## config.mk

```make
export PLATFORM = sky130hd
export DESIGN_NAME = msu_ram
export DESIGN_NICKNAME = d
export VERILOG_FILES = /design/src/sv/msu_pkg.sv /design/src/sv/msu_ram.sv
export SDC_FILE = /design/constraint.sdc
export NUM_CORES = 2
export LEC_CHECK = 0
export BUFFER_PORTS_ARGS = -buffer_cell sky130_fd_sc_hd__buf_2
export CAP_MARGIN = 30
export CELL_PAD_IN_SITES_DETAIL_PLACEMENT = 1
export CELL_PAD_IN_SITES_GLOBAL_PLACEMENT = 1
export CORE_ASPECT_RATIO = 1.25
export CORE_MARGIN = 2
export CORE_UTILIZATION = 47
export DETAILED_ROUTE_END_ITERATION = 6
export PLACE_DENSITY_LB_ADDON = 0.25
export SLEW_MARGIN = 15
export SYNTH_ARGS = -nofsm -noshare
export SYNTH_HDL_FRONTEND = slang
export SYNTH_SLANG_ARGS = --single-unit
```

## constraint.sdc

```tcl
create_clock -name clk -period 5.2 [get_ports clk]
set_clock_uncertainty 0.2 [all_clocks]
set_input_delay 0.52 -clock clk [delete_from_list [all_inputs] [get_ports clk]]
set_output_delay 0.52 -clock clk [all_outputs]
set_load 0.01 [all_outputs]
```

## src/sv/msu_pkg.sv

```systemverilog
package msu_pkg;

	localparam int DataWidth = 32;

	typedef logic [DataWidth-1:0] msu_word_t;

	// Status of the merge engine as seen by the top-level sequencer.
	typedef struct packed {
		logic busy;
		logic done;
		logic in_b;
	} msu_merge_status_t;

endpackage

```

## src/sv/msu_ram.sv

```systemverilog
module msu_ram #(
	parameter int DEPTH = 64,
	parameter int AW    = 6
) (
	input  logic                  clk,
	input  logic                  we,
	input  logic [AW-1:0]         waddr,
	input  msu_pkg::msu_word_t    wdata,
	input  logic [AW-1:0]         raddr0,
	input  logic [AW-1:0]         raddr1,
	output msu_pkg::msu_word_t    rdata0,
	output msu_pkg::msu_word_t    rdata1
);
	import msu_pkg::*;

	msu_word_t mem_q [DEPTH];

	always_ff @(posedge clk) begin
		if (we) begin
			mem_q[waddr] <= wdata;
		end
	end

	always_ff @(posedge clk) begin
		rdata0 <= mem_q[raddr0];
		rdata1 <= mem_q[raddr1];
	end

endmodule

```

==> qor.txt <==
initial antenna violation count -> 26
I/O pins -> 116
Final Core Density -> 0.536
count leader, synth -> edfxtp_1
post-synthesis instance area -> 0.0957 mm^2
peak supply drop -> 0.257 mV
Reg power frac -> 0.505
core box area -> 0.203 mm^2
vias per cell -> 6.99
Final Cycle Share -> 0.632
gpl congestion -> 0.835
CTS Buf Count -> 207
die width -> 408 um
RSZ-0062 raised after global routing -> false
Synth top cells by count -> edfxtp_1 (2,048), mux4_2 (1,124), mux2i_1 (204), clkbuf_1 (135), buf_2 (121)
layout cells sized above 1 -> 0.394
clk slew on worst S/H paths -> 0.06 ns
Synthesis Warnings -> 0
WL/cell -> 41.1 um
HPWL after DPL -> 186 mm
H-tree levels -> 4
sequential-to-total area share from yosys stat -> 0.656
critical path class -> input pin to flop
outcome -> completed
clk sink count -> 2,112
Combinational Power Share -> 0.084
worst-path maximum fanout -> 32
Worst-Skew Late Latency -> 0.87 ns
drt drc -> 0
crit path cell chain -> dlygate4sd3_1 -> buf_6 -> buf_4 -> nand2b_1 -> o22ai_1 -> nor2_1
delay-heaviest family, CP -> buffers and inverters
nets -> 4,720
Relative slew margins -> 0.225
Worst path depth -> 6
Int Power -> 29.0 mW
largest net degree at the start of global routing -> 75
setup TNS -> 0 ns
Area Growth Syn to Fin -> 13.7%
Port Buffer Count -> 115
CP required -> 5.71 ns
maximum clock rate -> 304 MHz
fill cell count -> 17,417
Fin Hold WS -> 0.0145 ns
Post-synth EDFFs -> 2,048
worst slew pin tran -> 1.16 ns
Tot GR Track Use -> 0.301
Hold Crit Class -> input pin to flop
Starting Density -> 0.472
sum of buffers and inverters on the critical path -> 3
Synth area leaders -> edfxtp_1 (64%), mux4_2 (26%), mux2i_1 (2.1%)
area leader, netlist -> edfxtp_1
clk buf depth -> 3
Clock power frac -> 0.411
CP endpoint kind -> flop
hold depth -> 1
Power Total -> 37.6 mW
DRT Pass-1 Iters -> 5
die area -> 0.207 mm^2
Worst Setup Start Kind -> input pin
Reg2Reg Depth -> 4
Leak -> 34.2 nW
Net Sw Frac -> 0.229
Post CTS Setup Buffer Count -> 0
Synth Area per Inst -> 21.7 um^2
slowest stage cell, crit path -> nand2b_1
post-route ant nets -> 0
fin. max-slew vios -> 0
vias in the first global route -> 54,934
CTS tree -> built
FFs w/ async S/R, synth -> 0
CP arrival -> 3.80 ns
R2R setup slack -> 2.48 ns
drt total wl -> 311 mm
setup violators final -> 0
area share of the largest cell type after synthesis -> 0.643
vias post-DR -> 52,912
first-pass GRT wire length -> 434 mm
Clock Tree Root -> clkbuf_16
synth unique cells -> 38
Seq cells post-synth -> 2,112
Die Y -> 508 um
Period minus WS final -> 3.29 ns
Synth Flop Type -> edfxtp_1
Gate Count Post-Synth -> 4,412
Max Cap Viol -> 0
Initial DRC Count -> 7,514
Final Hold Viols -> 0
grt ovf -> 0
net switching power -> 8.61 mW
Syn Nets -> 4,464
# rows -> 185
CP max stage delay -> 0.84 ns
PD cells -> 346 mW/mm^2
==> path summary, 6_finish.rpt <==
path                 start            end
max              raddr1[4]     rdata1[23]
min              wdata[23]  mem_q[60][23]
max reg2reg  mem_q[23][16]     rdata1[16]
min reg2reg  mem_q[37][11]     rdata0[11]
==> area by class of cell <==
cell class                      count  area, um^2  area share
Inverter                            1        3.75   0.0000345
Timing Repair Buffer              394        4020      0.0370
Clock buffer                      289        5760      0.0530
Multi-Input combinational cell   1952       31700       0.291
Clock inverter                    102        1150      0.0106
Sequential cell                  2112       62800       0.577
Antenna cell                        8        20.0    0.000184
Tap cell                         2711        3390      0.0312
==> cells by family (layout without fill, tap and decap cells) <==
kind of cell / after synthesis / in the layout / synth area share
buffers and inverters: 348 / 786 / 0.0183
flip-flops: 2112 / 2112 / 0.656
other: 0 / 8 / 0
AND/OR/NAND/NOR: 248 / 248 / 0.0113
AO/OA/AOI/OAI: 340 / 340 / 0.0239
multiplexers: 1364 / 1364 / 0.290
==> metrics by stage <==
step	cells	cell area (um^2)	setup WS [ns]
after floorplan	4412	95700	1.29
after global placement	7100	101000	1.23
after detailed placement	7126	101000	1.23
after CTS	7539	108000	2.04
after global routing	7565	109000	1.90
final	7569	109000	1.91
==> flip-flops by register name (all words and copies together) (netlist names) <==
name / cells
rdata1: 32
mem_q: 2048
rdata0: 32
==> layout by cell type, fill, tap and decap left out, drive strengths merged, types with 13 or more instances in the layout <==
cell         instances
clkbuf             290
mux4              1124
mux2                36
nor2                94
o211ai              27
o21ai               49
o221ai              16
dlygate4sd3         30
mux2i              204
bufinv              22
edfxtp            2048
a22oi               85
a221oi              13
a211oi              15
o22ai               56
dfxtp               64
clkinv              67
a21oi               58
buf                363
nand2               93
nor2b               19
==> timing repair <==
| action | 4_1_cts | 5_1_grt |
|---|---|---|
| resized for setup | 0 | 0 |
| endpoints found under the hold margin | 439 | 142 |
| hold buffers | 22 | 8 |
==> routing by layer <==
layer | wire length [um] | global-route usage | up-vias
met5 | 106 | 0 | -
met3 | 34700 | 0.0758 | 607
met2 | 150000 | 0.481 | 3283
met1 | 115000 | 0.405 | 28984
li1 | - | - | 20020
met4 | 11400 | 0.104 | 18
==> power groups by stage <==
| stage | clock, mW | sequential, mW | combinational, mW |
|---|---|---|---|
| floorplan | 0 | 19.3 | 1.80 |
| global placement | 0 | 19.3 | 3.00 |
| detailed placement | 0 | 19.3 | 3.09 |
| CTS | 15.6 | 19.0 | 3.12 |
| global route | 16.2 | 19.0 | 3.31 |
| finish | 15.5 | 19.0 | 3.17 |
==> worst register-to-register path, stage by stage (launching register included) <==
cell,delay [ns]
edfxtp_1,0.37
mux4_2,0.50
mux4_2,0.49
o22ai_1,0.73
a21oi_1,0.24
Power figures use the tool's default switching activity.
