===== src/sv/msu_pkg.sv =====
package msu_pkg;

	localparam int DataWidth = 32;

	typedef logic [DataWidth-1:0] msu_word_t;

	// Status of the merge engine as seen by the top-level sequencer.
	typedef struct packed {
		logic busy;
		logic done;
		logic in_b;
	} msu_merge_status_t;

endpackage


===== src/sv/msu_merge.sv =====
module msu_merge #(
	parameter int CW = 7,
	parameter int AW = 6
) (
	input  logic                        clk,
	input  logic                        arst_n,
	input  logic                        start,
	input  logic [CW-1:0]               count,
	output msu_pkg::msu_merge_status_t  status,
	output logic [AW-1:0]               raddr_x,
	output logic [AW-1:0]               raddr_y,
	input  msu_pkg::msu_word_t          a_rdata_x,
	input  msu_pkg::msu_word_t          a_rdata_y,
	input  msu_pkg::msu_word_t          b_rdata_x,
	input  msu_pkg::msu_word_t          b_rdata_y,
	output logic                        wr_en,
	output logic                        wr_to_b,
	output logic [AW-1:0]               waddr,
	output msu_pkg::msu_word_t          wdata
);
	import msu_pkg::*;

	localparam int SW = CW + 2;

	localparam logic [2:0] M_IDLE  = 3'd0;
	localparam logic [2:0] M_PASS  = 3'd1;
	localparam logic [2:0] M_PAIR  = 3'd2;
	localparam logic [2:0] M_PRIME = 3'd3;
	localparam logic [2:0] M_RUN   = 3'd4;

	logic [2:0]    state_q;
	logic [CW:0]   w_q;
	logic [CW-1:0] lo_q, mid_q, hi_q, x_q, y_q, k_q;
	logic          in_b_q;
	logic          done_q;

	logic [SW-1:0] cnt_ext, lo_w, lo_2w;
	logic [CW-1:0] mid_n, hi_n, x_n, y_n;
	msu_word_t     dx, dy;
	logic          take_x;

	assign cnt_ext = SW'(count);
	assign lo_w    = SW'(lo_q) + SW'(w_q);
	assign lo_2w   = SW'(lo_q) + (SW'(w_q) << 1);
	assign mid_n   = (lo_w  > cnt_ext) ? count : lo_w[CW-1:0];
	assign hi_n    = (lo_2w > cnt_ext) ? count : lo_2w[CW-1:0];

	assign dx = in_b_q ? b_rdata_x : a_rdata_x;
	assign dy = in_b_q ? b_rdata_y : a_rdata_y;

	assign take_x = (x_q < mid_q) && ((y_q >= hi_q) || ($signed(dx) <= $signed(dy)));

	always_comb begin
		x_n = x_q;
		y_n = y_q;
		if (state_q == M_RUN) begin
			if (take_x) begin
				x_n = x_q + CW'(1);
			end else begin
				y_n = y_q + CW'(1);
			end
		end
	end

	assign raddr_x = x_n[AW-1:0];
	assign raddr_y = y_n[AW-1:0];
	assign wr_en   = (state_q == M_RUN);
	assign wr_to_b = !in_b_q;
	assign waddr   = k_q[AW-1:0];
	assign wdata   = take_x ? dx : dy;

	assign status.busy = (state_q != M_IDLE);
	assign status.done = done_q;
	assign status.in_b = in_b_q;

	always_ff @(posedge clk or negedge arst_n) begin
		if (!arst_n) begin
			state_q <= M_IDLE;
			w_q     <= '0;
			lo_q    <= '0;
			mid_q   <= '0;
			hi_q    <= '0;
			x_q     <= '0;
			y_q     <= '0;
			k_q     <= '0;
			in_b_q  <= 1'b0;
			done_q  <= 1'b0;
		end else begin
			done_q <= 1'b0;
			case (state_q)
				M_IDLE: begin
					if (start) begin
						w_q     <= (CW+1)'(1);
						in_b_q  <= 1'b0;
						state_q <= M_PASS;
					end
				end
				M_PASS: begin
					if (w_q < (CW+1)'(count)) begin
						lo_q    <= '0;
						state_q <= M_PAIR;
					end else begin
						done_q  <= 1'b1;
						state_q <= M_IDLE;
					end
				end
				M_PAIR: begin
					if (lo_q >= count) begin
						in_b_q  <= !in_b_q;
						w_q     <= w_q << 1;
						state_q <= M_PASS;
					end else begin
						mid_q   <= mid_n;
						hi_q    <= hi_n;
						x_q     <= lo_q;
						y_q     <= mid_n;
						k_q     <= lo_q;
						state_q <= M_PRIME;
					end
				end
				M_PRIME: begin
					state_q <= M_RUN;
				end
				M_RUN: begin
					x_q <= x_n;
					y_q <= y_n;
					k_q <= k_q + CW'(1);
					if (k_q + CW'(1) == hi_q) begin
						lo_q    <= hi_q;
						state_q <= M_PAIR;
					end
				end
				default: begin
					state_q <= M_IDLE;
				end
			endcase
		end
	end

`ifndef SYNTHESIS
	a_run_in_bounds: assert property (@(posedge clk) disable iff (!arst_n)
		(state_q == M_RUN) |-> (k_q < hi_q))
		else $error("merge write index left its run");
	a_run_source: assert property (@(posedge clk) disable iff (!arst_n)
		(state_q == M_RUN) |-> ((x_q < mid_q) || (y_q < hi_q)))
		else $error("merge step with both runs exhausted");
	a_start_idle: assert property (@(posedge clk) disable iff (!arst_n)
		start |-> (state_q == M_IDLE))
		else $error("merge started while busy");
`endif

endmodule


===== config.mk =====
export PLATFORM = sky130hd
export DESIGN_NAME = msu_merge
export DESIGN_NICKNAME = d
export VERILOG_FILES = /design/src/sv/msu_pkg.sv /design/src/sv/msu_merge.sv
export SDC_FILE = /design/constraint.sdc
export NUM_CORES = 1
export LEC_CHECK = 0
export BUFFER_PORTS_ARGS = -buffer_cell sky130_fd_sc_hd__buf_2
export CORE_ASPECT_RATIO = 1.4
export CORE_MARGIN = 2
export CORE_UTILIZATION = 57
export DETAILED_ROUTE_END_ITERATION = 6
export PLACE_DENSITY = 0.88
export SYNTH_ARGS = -nofsm -noshare
export SYNTH_HDL_FRONTEND = slang
export SYNTH_SLANG_ARGS = --single-unit

===== constraint.sdc =====
create_clock -name clk -period 7.9 [get_ports clk]
set_input_delay 0.395 -clock clk [delete_from_list [all_inputs] [get_ports clk]]
set_output_delay 0.395 -clock clk [all_outputs]
set_load 0.01 [all_outputs]

==> impl_metrics.ini, run 1 <==
[status]
status = finished clean

[power_and_ir_drop]
power_leakage_uw = 0.003592
power_density_nw_per_um2 = 317.4
finalPower_uw = 2310
irDropWorstVdd_mv = 0.2699

[synthesis]
synth_cells = 734
avgSynthCellArea_um2 = 8.383
yosysSeqAreaShare_pct = 22.37
yosys_warnings = 0
synthFlopType = dfrtp_1
postSynthRegisterBits = 55
synth_cell_type_count = 66
synthArstFlopShare_pct = 100.0
mappedNetlistNets = 961
syn_area_um2 = 6153
synth_edf_count = 0

[placed_design]
place_congestion = 1.009
io_buffers = 192
dp_hpwl_um = 15140

[clocking]
numCtsBuffers = 5
numClockSinks = 55
cts_root_buffer = clkbuf_16
htree_levels = 2
postCtsSetupRepairBufs = 0
clk_pin_slew_worst_paths_ns = 0.08
hold_buffers = 0
cts-resized-gates = 0
cts_tree = built
clk-insertion-delay-late_ns = 0.30
cts.path.max_buffers = 2

[critical_path]
critPathMaxStageDelay_ns = 1.04
critical_path_class = reg -> out
crit_family = simple AND/OR/NAND/NOR gates
critPathRequiredTime_ns = 7.51
critPathCaptureType = output port
startpoint_type = register
worstPathCellList = mux2_2 -> ha_1 -> nand4_1 -> nor4_1 -> a311oi_1 -> or3b_2 -> nand3_2 -> buf_4 -> nor2_1 -> a21oi_1 -> buf_2
critPathBufInv = 2
cp.depth = 11
worstPathArrival_ns = 4.67
crit_path_top_delay_cell = dfrtp_4
r2r_cells = 9
crit_fanout = 68

[floorplanning]
die_width_um = 91.81
die_h_um = 126.9
coreArea_um2 = 10460
rows = 44
die_area_um2 = 11650
pin_count = 193
initial_core_util_pct = 58.83

[detailed_routing]
ant_nets = 0
vias = 6382
vias_per_cell = 6.160
drc_errors = 0
drt_iter0_drc = 431
dr.pass1.iters = 5
wl_um = 18980
wl_per_cell_um = 18.32

[timing]
slew_headroom_pct = 35.62
fmax_mhz = 197.3
post-route-period-util_pct = 64.16
rsz0062_at_grt = false
fin_setup_tns_ns = 0
final_max_slew_viol_count = 0
report.final.setup_viol = 0
min_period_ns = 5.069
hold_violations = 0
skew_ns = 0.004945
worstMarginPinSlew_ns = 0.9657
whs_ns = 0.2187

[global_routing]
grt_max_degree = 69
grt_antenna_before_repair = 1
grt_pass1_wl_um = 30570
grt_overflow_total = 0
track_usage_pct = 32.80
grt_pass1_vias = 6255

[worst_hold_path]
worstHoldPathType = in -> async

[cells_and_area]
final.fill_count = 851
nNetsFinal = 1123
final_common_cell = buf_2
seqCellArea_um2 = 1380
syn_to_final_growth_pct = 18.24
layout-drive-gt1-share_pct = 28.76
mostFrequentLayoutCells = 192 x buf_2, 87 x ha_1, 71 x a21oi_1, 67 x nor2_1, 56 x nand2_1
multi_input_area_um2 = 4432

[flow_run]
cap_violations = 0
layout make-up:
class,count,area share (%)
diodes,1,0.03439
clock buffers,5,1.720
multi-input cells,599,60.91
flip-flops and latches,55,18.97
repair buffers,197,13.72
clock inverters,3,0.3095
inverters,38,1.960
well taps,138,2.373
path summary, 6_finish.rpt:
kind / from / slack, ns / to
setup / recovery: in_b_q / 2.83 / wdata[2]
hold / removal: arst_n / 0.22 / w_q[3]
setup reg to reg: in_b_q / 3.52 / x_q[1]
hold reg to reg: mid_q[1] / 0.48 / mid_q[1]
max in group asynchronous: arst_n / 7.11 / in_b_q
min in group clk: count[5] / 0.38 / hi_q[5]
kinds of logic (layout without fill, tap and decap cells):
family	count (synthesis)	after routing	synth area share (%)
adders and majority gates	89	89	18.34
AOI/OAI and AO/OA	187	187	19.46
xor gates and xnor gates	25	25	3.558
buffers and inverters	80	243	5.795
other	0	1	0
muxes	74	74	12.81
and+or+nand+nor	224	224	17.67
DFF	55	55	22.37
registers in the layout, indices dropped and copies added, names as in the netlist:
register  count
done_q        1
hi_q          7
in_b_q        1
k_q           7
lo_q          7
mid_q         7
state_q       3
w_q           8
x_q           7
y_q           7
layer usage:
| metal | up-vias | GRT usage (%) | wire (um) |
|---|---|---|---|
| met5 | - | 0 | 17 |
| met4 | 2 | 14.22 | 784 |
| met3 | 66 | 5.523 | 1733 |
| met2 | 334 | 57.96 | 9377 |
| met1 | 2961 | 38.96 | 7067 |
| li1 | 3019 | - | - |
Yosys cell counts, types with 5 or more instances:
library cell	count	share of area, %
buf_1	6	0.37
nor2_1	67	4.1
a22o_1	7	1.0
nand2b_1	6	0.61
a21o_1	9	1.1
buf_4	9	1.1
dfrtp_1	55	22
o211ai_1	6	0.73
and3_1	9	0.91
nand4_1	11	1.1
ha_1	87	18
nand3_1	37	3.0
nor2b_1	5	0.51
buf_2	6	0.49
o21ai_0	34	2.8
a311oi_1	6	0.85
mux2i_1	36	5.9
nor3_1	6	0.49
nand2_1	56	3.4
clkbuf_1	19	1.2
o221ai_1	6	0.85
o311ai_1	5	0.71
xnor2_1	17	2.4
xor2_1	8	1.1
inv_1	37	2.3
a21oi_1	71	5.8
mux2_2	38	7.0
o21a_1	5	0.61
a211oi_1	6	0.73
worst register-to-register path, stage by stage (launching register included):
cell      delay, ns
dfrtp_4        1.04
mux2_2         0.46
ha_1           0.35
nand4_2        0.15
nor4_1         0.48
a311oi_1       0.20
or3b_2         0.26
and3_1         0.80
nand2_1        0.21
o221a_2        0.32
per-stage QoR:
stage / utilization, % / instance area (um2) / worst slack, ns / cells
finish: 69.56 / 7276 / 2.831 / 1036
floorplan: - / 6153 / 3.843 / 734
global route: 69.53 / 7273 / 2.472 / 1035
detailed placement: 68.12 / 7126 / 3.196 / 1027
CTS: 69.53 / 7273 / 2.880 / 1035
global placement: 68.12 / 7126 / 3.294 / 1027
power breakdown:
| group | total (uW) | switching (uW) | internal (uW) |
|---|---|---|---|
| combinational | 1560 | 944 | 616 |
| sequential | 516 | 151 | 365 |
| clock | 235 | 115 | 120 |
No activity file was read; power rests on OpenSTA's default activity.
==> run 2: changes to the inputs <==
- CORE_UTILIZATION: 57 -> 53
- PLACE_DENSITY: 0.88 -> 0.82
- clock period: 7.9 -> 4.75 ns (I/O delays scaled with it)
==> impl_metrics.ini, run 2 (same netlist as run 1, synthesis figures left out) <==
[status]
status = finished clean

[critical_path]
critPathCaptureType = output port
crit_start = in_b_q
worstPathCellList = buf_12 -> mux2_2 -> ha_1 -> nand4_1 -> nor4_1 -> a311oi_1 -> or3b_2 -> and3_1 -> nor2_2 -> mux2_2 -> buf_2
critPathRequiredTime_ns = 4.51
startpoint_type = register
crit_path_top_delay_cell = or3b_2
critical_path_class = reg -> out
r2r_start = in_b_q
critPathMostFrequentCell = mux2_2
critPathMaxStageDelay_ns = 0.50
crit_fanout = 68
worstPathArrival_ns = 4.16

[clocking]
cts_root_buffer = clkbuf_16
hold_buffers = 0
cts-resized-gates = 0
cts.path.max_buffers = 2
postCtsSetupRepairBufs = 0
numClockSinks = 55
htree_levels = 2
clk_pin_slew_worst_paths_ns = 0.07
clk-insertion-delay-late_ns = 0.30
cts_tree = built
numCtsBuffers = 5

[timing]
worstMarginPinSlew_ns = 0.9354
report.final.setup_viol = 0
slew_headroom_pct = 37.64
post-route-period-util_pct = 92.48
final_max_slew_viol_count = 0
min_period_ns = 4.393
skew_ns = 0.004354
hold_violations = 0
rsz0062_at_grt = false
fin_setup_tns_ns = 0
fmax_mhz = 227.7

[power_and_ir_drop]
power_density_nw_per_um2 = 519.6
swShare_pct = 50.84
p_switching_uw = 1935
combPwrFrac_pct = 69.5
p_int_uw = 1871
irDropWorstVdd_mv = 0.3138
power_leakage_uw = 0.003616
p_seq_share_pct = 20.9
clkPwrFrac_pct = 9.6

[detailed_routing]
drt_iter0_drc = 245
vias_per_cell = 5.914
vias = 6174
wl_um = 18390
drc_errors = 0
ant_nets = 0
dr.pass1.iters = 5
wl_per_cell_um = 17.61

[global_routing]
grt_max_degree = 69
track_usage_pct = 29.74
grt_pass1_wl_um = 29410
grt_overflow_total = 0
grt_antenna_before_repair = 0
grt_pass1_vias = 6133

[floorplanning]
coreArea_um2 = 11340
die_width_um = 95.07
pin_count = 193
initial_core_util_pct = 54.27
die_h_um = 131.5
die_area_um2 = 12500
rows = 46

[placed_design]
dp_cells = 1037
dp_hpwl_um = 14940
io_buffers = 192
place_congestion = 0.9492

[cells_and_area]
nNetsFinal = 1127
syn_to_final_growth_pct = 19.03
final_common_cell = buf_2
n_antenna_cell = 0
instances_no_fill = 1044
largest_reg_flops = 8
mostFrequentLayoutCells = 192 x buf_2, 87 x ha_1, 71 x a21oi_1, 67 x nor2_1, 56 x nand2_1
largest_register = w_q
layout-drive-gt1-share_pct = 29.00
fin_util_pct = 64.60

[worst_hold_path]
worstHoldPathType = in -> async

[flow_run]
cap_violations = 0
## run 2: worst paths after layout
path / slack, ns / depth (start not counted) / endpoint
max in group asynchronous: 4.18 / 2 / in_b_q
hold / removal: 0.07 / 2 / state_q[1]
hold reg to reg: 0.49 / 2 / mid_q[0]
min in group clk: 0.23 / 3 / state_q[1]
setup reg to reg: 0.83 / 11 / x_q[1]
setup / recovery: 0.36 / 11 / raddr_y[1]
## run 2: metal layers
layer | share of wire, % | routed length (um) | global-route usage, % | vias up
met3 | 6.1 | 1130 | 4.817 | 57
met5 | 0 | 0 | 0 | -
met1 | 37 | 6749 | 31.69 | 2827
li1 | - | - | - | 3035
met4 | 5.8 | 1074 | 16.91 | 0
met2 | 51 | 9435 | 53.52 | 255
## run 2: power groups by stage
stage | combinational, uW | clock, uW | sequential, uW
3_5_place_dp | 2620 | 0 | 800
3_3_place_gp | 2590 | 0 | 793
2_1_floorplan | 1880 | 0 | 744
6_report | 2640 | 367 | 794
5_1_grt | 2930 | 389 | 819
4_1_cts | 2640 | 369 | 791
## run 2: metrics by stage
step	setup WS [ns]	cell area, um2	power [uW]	hold slack [ns]
after floorplan	0.8504	6153	2627	-0.05809
after global placement	0.7295	7186	3379	0.4179
after detailed placement	0.7046	7186	3423	0.4161
after CTS	0.3548	7325	3804	0.1007
after global routing	0.08601	7325	4139	0.1346
final	0.3573	7325	3806	0.06756
## run 2: cell type report
| class | count | area (um2) |
|---|---|---|
| well taps | 144 | 180.2 |
| inverters | 38 | 142.6 |
| clock inverters | 2 | 13.76 |
| repair buffers | 201 | 1054 |
| clock buffers | 5 | 125.1 |
| fillers | 964 | 4014 |
| flip-flops and latches | 55 | 1378 |
| multi-input cells | 599 | 4432 |
## run 2: worst max-delay path: cells and delay by family (launching register included)
kind / cells / cell delay (ns)
adder cells (fa/ha/maj): 1 / 0.33
AND/OR/NAND/NOR: 5 / 1.53
AO/OA/AOI/OAI: 1 / 0.35
buffers and inverters: 2 / 0.45
multiplexers: 2 / 0.76
flip-flops: 1 / 0.37
